$ cat config.mk
export PLATFORM = sky130hd
export DESIGN_NAME = xtea_stage
export DESIGN_NICKNAME = d
export VERILOG_FILES = /design/src/hw/rtl/xtea_pkg.sv /design/src/hw/rtl/xtea_stage.sv
export SDC_FILE = /design/constraint.sdc
export NUM_CORES = 1
export LEC_CHECK = 0
export BUFFER_PORTS_ARGS = -buffer_cell sky130_fd_sc_hd__buf_2
export CAP_MARGIN = 10
export CORE_MARGIN = 3
export CORE_UTILIZATION = 45
export CTS_CLUSTER_SIZE = 30
export DETAILED_ROUTE_END_ITERATION = 12
export PLACE_DENSITY = 0.74
export SYNTH_ARGS = -nofsm -noshare
export SYNTH_HDL_FRONTEND = slang
export SYNTH_SLANG_ARGS = --single-unit
$ cat constraint.sdc
create_clock -name clk -period 15.12 [get_ports clk]
set_input_delay 1.512 -clock clk [delete_from_list [all_inputs] [get_ports clk]]
set_output_delay 1.512 -clock clk [all_outputs]
set_load 0.005 [all_outputs]
$ cat src/hw/rtl/xtea_pkg.sv
// Shared types, constants and round functions for the XTEA block cipher.
// Used by xtea_stage and xtea_block_cipher; depends on nothing else.
package xtea_pkg;

  localparam int unsigned WORD_W    = 32;
  localparam int unsigned RCNT_W    = 7;
  localparam int unsigned CFG_IDX_W = 3;
  localparam int unsigned RCNT_RST  = 32;

  localparam logic [WORD_W-1:0] XTEA_DELTA = 32'h9E37_79B9;

  typedef enum logic [CFG_IDX_W-1:0] {
    CFG_KEY0   = 3'd0,
    CFG_KEY1   = 3'd1,
    CFG_KEY2   = 3'd2,
    CFG_KEY3   = 3'd3,
    CFG_ROUNDS = 3'd4
  } cfg_reg_t;

  typedef logic [3:0][WORD_W-1:0] key_t;

  typedef struct packed {
    logic              mode;
    logic [WORD_W-1:0] v0;
    logic [WORD_W-1:0] v1;
    logic [WORD_W-1:0] sum;
  } blk_t;

  function automatic logic [WORD_W-1:0] mix_word(input logic [WORD_W-1:0] w);
    mix_word = ((w << 4) ^ (w >> 5)) + w;
  endfunction

  // One half of a Feistel round. Decryption runs the halves in reverse.
  function automatic blk_t half_round(input blk_t b, input logic second, input key_t key);
    blk_t                r;
    logic [WORD_W-1:0]   lo_term;
    logic [WORD_W-1:0]   hi_term;
    r       = b;
    lo_term = mix_word(b.v1) ^ (b.sum + key[b.sum[1:0]]);
    hi_term = mix_word(b.v0) ^ (b.sum + key[b.sum[12:11]]);
    unique case ({b.mode, second})
      2'b00: begin
        r.v0  = b.v0 + lo_term;
        r.sum = b.sum + XTEA_DELTA;
      end
      2'b01: begin
        r.v1 = b.v1 + hi_term;
      end
      2'b10: begin
        r.v1  = b.v1 - hi_term;
        r.sum = b.sum - XTEA_DELTA;
      end
      default: begin
        r.v0 = b.v0 - lo_term;
      end
    endcase
    half_round = r;
  endfunction

endpackage

$ cat src/hw/rtl/xtea_stage.sv
// One pipeline stage of the XTEA cipher: half a Feistel round and its register.
// Depends on xtea_pkg.
module xtea_stage #(
  parameter int unsigned STAGE_IDX = 0
) (
  input  logic                          clk,
  input  logic                          rst_n,
  input  logic                          en,
  input  logic                          vld_in,
  input  xtea_pkg::blk_t                blk_in,
  input  xtea_pkg::key_t                key,
  input  logic [xtea_pkg::RCNT_W-1:0]   rounds,
  output logic                          vld_r,
  output xtea_pkg::blk_t                blk_r
);

  localparam int unsigned ROUND_IDX = STAGE_IDX / 2;
  localparam logic        SECOND    = (STAGE_IDX % 2) == 1;

  logic           active;
  xtea_pkg::blk_t blk_nxt;

  assign active = {1'b0, 8'(ROUND_IDX)} < {2'b00, rounds};

  always_comb begin
    blk_nxt = active ? xtea_pkg::half_round(blk_in, SECOND, key) : blk_in;
  end

  always_ff @(posedge clk) begin
    if (!rst_n) begin
      vld_r <= 1'b0;
    end else if (en) begin
      vld_r <= vld_in;
    end
  end

  always_ff @(posedge clk) begin
    if (en) begin
      blk_r <= blk_nxt;
    end
  end

endmodule

=== After elaboration in Yosys (flattened, before gate mapping) ===
Index checks and enable logic that the tools add are counted.
Widths: inputs -> output; s select.

* Bits in registers: 98
* Input port bits: 236
* Word-level logic and storage cells: 29

* $add $sub $neg: 8
* Magnitude comparators: 3
* Mux-type cells: 8
* Bitwise logic cells: 5

{| class="wikitable"
|+ Operators by type and width
! operator !! number
|-
| $add 32x32->32 || 5
|-
| $bmux 32 s2 || 2
|-
| $mux 32 || 4
|-
| $mux 96 || 1
|-
| $pmux 32 s2 || 1
|-
| $xor 32x27->32 || 2
|-
| $xor 32x32->32 || 2
|-
| $add 32x32->32 const B || 1
|-
| $sub 32x32->32 || 1
|-
| $sub 32x32->32 const B || 1
|-
| $lt 1x7->1 const A || 1
|-
| $lt 2x3->1 const B || 2
|-
| $not 1->1 || 1
|}

=== Longest topological paths before layout ===
Gate-level depths: netlist (run 1).

* Depth in word-level cells: 7
* Gate-level depth with buffers: 27
* Depth with buffers taken out: 26

=== Worst setup path before layout (run 1) ===
OpenSTA, ideal clock, no wires.

* Path type: input to register
* Start point: in blk_in[11] (netlist bit)
* End point: reg blk_r[63] (netlist bit), data pin
* Setup time: 0.258 ns
* Arrival time: 7.039 ns
* Required time: 14.862 ns
* Setup slack: 7.823 ns
* Stages: 25
* Path buffers: 2
* Cells stage by stage: clkbuf_1 > buf_1 > mux4_2 > ha_1 > a21o_1 > a21oi_1 > o21ai_0 > or3b_2 > o21ai_1 > o21ai_0 > a21oi_1 > xnor2_1 > xnor2_1 > ha_1 > a211oi_1 > nor2_1 > o21ai_0 > nand4b_1 > nand2_1 > o211ai_1 > a2111oi_0 > and3b_1 > xor2_1 > mux2i_1 > xnor2_1

{| class="wikitable"
|+ RTL lines
! item !! line !! RTL
|-
| from (decl) || xtea_stage.sv:10 || <nowiki>input xtea_pkg::blk_t blk_in,</nowiki>
|-
| to (signal assigned) || xtea_stage.sv:39 || <nowiki>blk_r <= blk_nxt;</nowiki>
|-
| to (decl) || xtea_stage.sv:14 || <nowiki>output xtea_pkg::blk_t blk_r</nowiki>
|}

==> flow_summary.toml, run 1 <==
[status]
outcome = "completed"

[place]
post_dp_cell_area_um2 = 18800
gp_congestion = 0.970
placedCellCount = 2656
dp_hpwl_um = 46800
place.port_buffers = 333

[clock_tree]
cts_made_buffers = 9
cts_sinks = 98
post_cts.resized_instances = 0
clk_root_buffer_cell = "clkbuf_16"
clkSlewWorstSetupHoldPaths_ns = 0.08
cts-root-to-sink-buffers = 2
cts-hold-fix-buffers = 0
tritoncts = "yes"
worst_skew_pair.late_latency_ns = 0.37
htree_levels = 3
cts_setup_buffers = 0

[worst_setup_path]
worst_path_max_delay_cell = "mux4_2"
rr_endpoint = "vld_r$_SDFFE_PN0P_"
timing.reg2reg.setup_slack_ns = 14.54
worstSetupPathType = "in -> reg"
worstPathMaxFanout = 38
reg2reg_depth = 2
critPathCaptureType = "flip-flop"
cpLargestDelayFamily = "compound AO/OA/AOI/OAI gates"
critPathArrivalTime_ns = 7.80
critPathRequiredTime_ns = 15.24
worst_path_largest_cell_delay_ns = 0.59
crit_buf_inv = 2
cpMostUsedCell = "a21o_1"
worstSetupStartpointType = "primary input"
rr_startpoint = "vld_r$_SDFFE_PN0P_"

[pwr]
design_power_total_w = 0.00254
power.static_leakage_nw = 8.47
power-per-cell-area_nw_per_um2 = 133
max-vdd-ir-drop_v = 0.0000657

[floorplan]
core_outline_area_um2 = 36000
die-height_um = 198
die_area_um2 = 39300
floorplan.initialDensity_pct = 46.2
rows = 69
die_w_um = 198
pin_count = 334

[final_layout]
layout.filler_cells = 3380
finalNetCount = 2670
final_cell_area_um2 = 19100
area.growth.synth_to_final_pct = 15.0
instances_no_fill = 2675
final_layout_size_suffix_gt1_share_pct = 20.2

[detailed_routing]
ant_nets = 0
routed-via-count = 16100
detail_route.drc_violations = 0
detail_route.vias_per_cell = 6.04
drt-pass1-iter-count = 5
drt_iter0_markers = 1042
drt_wl_total_um = 56500
routed_wirelength_normalized_by_instance_count_um = 21.1

[timing]
fin_hold_ws_ns = 0.513
final-setup-viol-count = 0
finalWorstPathRequiredPeriod_ns = 7.68
rsz0062_at_grt = "false"
final.period_utilization_pct = 50.8
skew_ns = 0
hold_viol_final = 0
worstMarginPinSlew_ns = 0.898
slew_headroom_pct = 38.6
timing.setup.tns_ns = 0
fmax_mhz = 130
final_max_slew_viol_count = 0

[synth]
post_synth_most_frequent_cells = "ha_1, a21oi_1, nand2_1, xnor2_1, o21ai_0"
yosys.area.top_type_share_pct = 17.5
sequential_cell_area_fraction_in_the_yosys_report_pct = 17.6
synth-compound-area-share_pct = 24.3
syn-instance-count = 1898
post_synth_main_area_contributors = "edfxtp_1, ha_1, xnor2_1"
synth_cell_types = 74
synth.mux.area_fraction_pct = 9.06
synth_area_um2 = 16600
asr_flop_ratio_synth_pct = 0
synth-simple-area-share_pct = 13.1
synth-edff-count = 97
total_number_of_yosys_warnings = 0
dominant_combinational_cell_family_by_area_after_synthesis = "compound AO/OA/AOI/OAI gates"
synth-adder-area-share_pct = 17.5
synth_xor_area_share_pct = 16.0
syn_avg_cell_area_um2 = 8.76
synth_area_leader_cell = "edfxtp_1"
yosys_register_bits = 98
dominantRegCellSynth = "edfxtp_1"
postSynthNetCount = 2362
yosysMostFrequentCell = "ha_1"

[global_route]
grt.busiest_layer = "met2"
grt.met2_usage_pct = 44.2
globalRouteMet1Util_pct = 40.1
grt_antenna_before_repair = 4
grt_remaining_overflow = 0
global_route.usage.met3_pct = 3.57
maximum_number_of_pins_on_one_net_before_global_route_repair = 65
groute.usage.overall_pct = 27.9
grt_pass1_wl_um = 85000
first_global_vias = 15400

[min_path]
min_delay_path_depth = 2
hold_start = "vld_r$_SDFFE_PN0P_"
worst_hold_path_type = "reg -> reg"
worst_hold_path.endpoint = "vld_r$_SDFFE_PN0P_"

[job]
timing.max_cap.violations = 0
cells by family (layout without fill, tap and decap cells):
family                     Yosys count  after routing
AOI/OAI and AO/OA                  633            633
xor gates and xnor gates           302            302
adders and majority gates          228            228
buffers and inverters              105            418
DFF                                 98             98
muxes                               70             70
other                                0              3
and+or+nand+nor                    462            462
sequential cells by signal (all words and copies together) (netlist names):
signal,count
blk_r,97
vld_r,1
area by class of cell:
cell class / count / area, um2 / share of cell area [%]
Antenna cell: 3 / 7.51 / 0.0393
Clock buffer: 9 / 225 / 1.18
Clock inverter: 7 / 120 / 0.628
Inverter: 62 / 233 / 1.22
Multi-Input combinational cell: 1695 / 13300 / 69.6
Sequential cell: 98 / 2930 / 15.3
Tap cell: 461 / 577 / 3.02
Timing Repair Buffer: 340 / 1720 / 9.01
worst reg2reg max path: cells and delay by family, from the launching register on:
kind	cells	cell delay [ns]
flip-flops	1	0.31
multiplexers	1	0.11
AND/OR/NAND/NOR	1	0.06
per-stage QoR:
stage | worst slack, ns | util [%]
after global routing | 6.96 | 53.1
after CTS | 7.55 | 53.1
after global placement | 7.30 | 52.1
final | 7.44 | 53.1
after floorplan | 7.82 | -
after detailed placement | 7.15 | 52.1
per-layer routing:
layer  vias up  wire length, um
li1       7792                -
met2       685            24900
met4         4             1420
met3        92             4050
met5         -               14
met1      7573            26100
worst max path at each step:
stage	from	end	slack [ns]	cells after the start
final	blk_in[0]	blk_r[95]$_DFFE_PP_	7.44	26
after CTS	blk_in[11]	blk_r[63]$_DFFE_PP_	7.55	25
after global placement	blk_in[11]	blk_r[63]$_DFFE_PP_	7.30	25
after detailed placement	blk_in[0]	blk_r[95]$_DFFE_PP_	7.15	24
after global routing	blk_in[0]	blk_r[95]$_DFFE_PP_	6.96	28
after floorplan	blk_in[11]	blk_r[63]$_DFFE_PP_	7.82	25
cell usage in the layout (no fill, tap or decap), types with 10 or more instances in the layout:
cell / netlist / final
inv_1: 62 / 62
o21ai_0: 149 / 149
o21bai_1: 26 / 26
nand2b_1: 34 / 34
nor3_1: 27 / 27
xnor2_1: 182 / 182
o21a_1: 24 / 24
o211ai_1: 16 / 16
mux4_2: 64 / 64
a21o_1: 95 / 95
buf_2: 1 / 332
nand3_1: 27 / 27
a21oi_1: 183 / 183
nand4_1: 24 / 24
o31ai_1: 17 / 17
nor2_1: 91 / 91
and2_1: 10 / 10
and3_1: 17 / 17
ha_1: 221 / 221
nand2_1: 182 / 181
a211oi_1: 23 / 23
a31oi_1: 13 / 13
a2111oi_0: 11 / 11
nor2b_1: 17 / 17
xor2_1: 119 / 119
edfxtp_1: 97 / 97
where the power goes:
group	internal (W)	switching (W)	total, W
Clock	0.000163	0.000122	0.000286
Combinational	0.000784	0.00105	0.00183
Sequential	0.000409	0.0000185	0.000427
(Power assumes the default switching activity.)
==> run 2, diff against run 1 <==
--- a/config.mk
+++ b/config.mk
@@ -5,13 +5,14 @@
 export SDC_FILE = /design/constraint.sdc
 export NUM_CORES = 1
 export LEC_CHECK = 0
+export ABC_AREA = 1
 export BUFFER_PORTS_ARGS = -buffer_cell sky130_fd_sc_hd__buf_2
 export CAP_MARGIN = 10
 export CORE_MARGIN = 3
 export CORE_UTILIZATION = 45
 export CTS_CLUSTER_SIZE = 30
 export DETAILED_ROUTE_END_ITERATION = 12
-export PLACE_DENSITY = 0.74
+export PLACE_DENSITY = 0.76
 export SYNTH_ARGS = -nofsm -noshare
 export SYNTH_HDL_FRONTEND = slang
 export SYNTH_SLANG_ARGS = --single-unit
==> constraint.sdc (replaced) <==
create_clock -name clk -period 6.8 [get_ports clk]
set_input_delay 0.68 -clock clk [delete_from_list [all_inputs] [get_ports clk]]
set_output_delay 0.68 -clock clk [all_outputs]
set_load 0.005 [all_outputs]
==> run 2 against run 1 <==
Compared with the run above: hold slack got worse by 0.010 ns; non-clock buffer count rose by 4; largest power group unchanged; flip-flop and latch count did not move; combinational power rose to 2.5 times the previous value; highest routed layer unchanged.
==> flow_summary.toml, run 2 <==
[timing]
rsz0062_at_grt = "false"
timing.setup.tns_ns = 0
hold_viol_final = 0
skew_ns = 0
worstMarginPinSlew_ns = 0.933
slew_headroom_pct = 37.7
fmax_mhz = 183
final_max_slew_viol_count = 0
final-setup-viol-count = 0
finalWorstPathRequiredPeriod_ns = 5.48
final.period_utilization_pct = 80.5

[synth]
dominant_combinational_cell_family_by_area_after_synthesis = "simple AND/OR/NAND/NOR gates"
postSynthNetCount = 3520
syn_avg_cell_area_um2 = 6.41
synth-adder-area-share_pct = 14.8
synth-simple-area-share_pct = 27.8
synth-compound-area-share_pct = 22.2
synth_area_leader_cell = "edfxtp_1"
yosys_register_bits = 98
syn-instance-count = 3056
synth_area_um2 = 19600
synth_xor_area_share_pct = 11.5
sequential_cell_area_fraction_in_the_yosys_report_pct = 15.0
post_synth_most_frequent_cells = "nand2_1, nor2_1, inv_1"
synth_cell_types = 61
synth-edff-count = 97
yosysMostFrequentCell = "nand2_1"
post_synth_main_area_contributors = "edfxtp_1, ha_1, nand2_1"
yosys.area.top_type_share_pct = 14.9
asr_flop_ratio_synth_pct = 0
dominantRegCellSynth = "edfxtp_1"
synth.mux.area_fraction_pct = 0.665
total_number_of_yosys_warnings = 0

[final_layout]
area.growth.synth_to_final_pct = 13.1
layout.cells.most_common_list = "nand2_1, nor2_1, inv_1, buf_2, o21ai_0"
layout.cells.most_common = "nand2_1"
largest_register_ffs = 97
top_flop_regs = "blk_r (97), vld_r (1)"
finalNetCount = 3818
final_cell_area_um2 = 22100
fin_util_pct = 52.2
final_layout_size_suffix_gt1_share_pct = 13.8
regMostFlops = "blk_r"

[clock_tree]
cts_setup_buffers = 0
worst_skew_pair.late_latency_ns = 0.40
cts-root-to-sink-buffers = 2
post_cts.resized_instances = 0
cts_sinks = 98
cts-hold-fix-buffers = 0
tritoncts = "yes"
htree_levels = 3
clkSlewWorstSetupHoldPaths_ns = 0.08
clk_root_buffer_cell = "clkbuf_16"
cts_made_buffers = 9

[detailed_routing]
ant_nets = 0
detail_route.drc_violations = 0
wl_met2_um = 35100
drt-pass1-iter-count = 6
wl_met3_um = 7420
drt_wl_total_um = 78400
routed_wirelength_normalized_by_instance_count_um = 19.9
drt_iter0_markers = 2127
maxUsedRoutingLayer = "met5"
routed-via-count = 22500
route.layer.met1.wl_um = 32500
detail_route.vias_per_cell = 5.70

[pwr]
clock_power_share_pct = 9.2
netSwitchingPower_w = 0.00330
power-per-cell-area_nw_per_um2 = 278
register_share_of_total_power_pct = 15.3
design_power_total_w = 0.00615
power.static_leakage_nw = 11.0
share_comb_of_total_power_pct = 75.5
power.internal_w = 0.00285
max-vdd-ir-drop_v = 0.000155
net_sw_share_pct = 53.7

[status]
outcome = "completed"

[worst_setup_path]
worst_path_max_delay_cell = "fa_1"
critPathArrivalTime_ns = 5.65
crit_buf_inv = 4
worstPathMaxFanout = 23
cpLargestDelayFamily = "compound AO/OA/AOI/OAI gates"
critPathCaptureType = "flip-flop"
rr_endpoint = "vld_r$_SDFFE_PN0P_"
reg2reg_depth = 2
critPathRequiredTime_ns = 6.97
worstSetupStartpointType = "primary input"
cpMostUsedCell = "nand2_1"
worst_path_largest_cell_delay_ns = 0.46
rr_startpoint = "vld_r$_SDFFE_PN0P_"
timing.reg2reg.setup_slack_ns = 6.15
worstSetupPathType = "in -> reg"

[global_route]
groute.usage.overall_pct = 33.0
grt_pass1_wl_um = 120000
first_global_vias = 21500
grt_remaining_overflow = 0
grt_antenna_before_repair = 12
maximum_number_of_pins_on_one_net_before_global_route_repair = 70

[min_path]
hold_start = "vld_in"
worst_hold_path_type = "in -> reg"
worst_hold_path.endpoint = "vld_r$_SDFFE_PN0P_"
min_delay_path_depth = 3

[place]
post_dp_cell_area_um2 = 21800
dp_hpwl_um = 66700
place.port_buffers = 333
gp_congestion = 1.04

[floorplan]
die_area_um2 = 46000
die-height_um = 215
rows = 75
die_w_um = 215
floorplan.initialDensity_pct = 46.1
core_outline_area_um2 = 42400
pin_count = 334

[job]
timing.max_cap.violations = 0
run 2: cell count changes in the layout (fill, tap and decap cells not counted), moves of 33 or more:
cell and delta:
mux4_2 -64, nand3_1 +84, nand2b_1 -33, o22ai_1 +58, inv_1 +281, xnor2_1 -104, a21o_1 -57, xor2_1 +55
o21ai_0 +95, nor2_1 +287, nand2_1 +519
run 2: logic make-up (layout without fill, tap and decap cells):
group | Yosys count | after routing
AND/OR/NAND/NOR | 1318 | 1318
other | 0 | 4
adder cells (fa/ha/maj) | 228 | 228
XOR/XNOR | 254 | 254
multiplexers | 13 | 13
AO/OA/AOI/OAI | 731 | 731
buffers and inverters | 414 | 717
flip-flops | 98 | 98
run 2: layout make-up:
class / count / area [um2]
multi-input cells: 2544 / 15100
clock buffers: 9 / 225
well taps: 577 / 722
fillers: 4490 / 20300
diodes: 4 / 10.0
inverters: 357 / 1340
flip-flops and latches: 98 / 2930
repair buffers: 344 / 1750
clock inverters: 7 / 82.6
run 2: through the flow:
step | std cells | setup WS (ns) | hold slack, ns
after CTS | 3936 | 1.50 | 0.480
after global routing | 3937 | 0.992 | 0.508
after detailed placement | 3920 | 1.09 | 0.523
final | 3940 | 1.32 | 0.503
after floorplan | 3056 | 2.24 | 0.525
after global placement | 3920 | 1.19 | 0.525
run 2: worst max-delay path by stage:
stage	startpoint	endpoint	slack [ns]	cells after the start
global route	blk_in[12]	blk_r[59]$_DFFE_PP_	0.99	30
floorplan	blk_in[0]	blk_r[95]$_DFFE_PP_	2.24	30
global placement	blk_in[12]	blk_r[57]$_DFFE_PP_	1.19	27
detailed placement	blk_in[12]	blk_r[59]$_DFFE_PP_	1.09	31
finish	blk_in[12]	blk_r[57]$_DFFE_PP_	1.32	27
CTS	blk_in[12]	blk_r[59]$_DFFE_PP_	1.50	31
run 2: routing by layer:
metal,up-vias,GRT usage [%]
met5,-,0
met4,14,12.3
met3,179,6.50
met2,1090,54.6
met1,10300,42.7
li1,10900,-
run 2: worst min-delay path: cells and delay by family:
| family | cells | cell delay, ns |
|---|---|---|
| buf+inv | 2 | 0.13 |
| compound gates | 1 | 0.05 |
run 2: power groups by stage:
| stage | clock network [W] | logic, W | registers (W) |
|---|---|---|---|
| finish | 0.000567 | 0.00464 | 0.000938 |
| global route | 0.000603 | 0.00512 | 0.000957 |
| CTS | 0.000583 | 0.00454 | 0.000940 |
| detailed placement | 0 | 0.00452 | 0.000951 |
| global placement | 0 | 0.00451 | 0.000949 |
| floorplan | 0 | 0.00313 | 0.000976 |
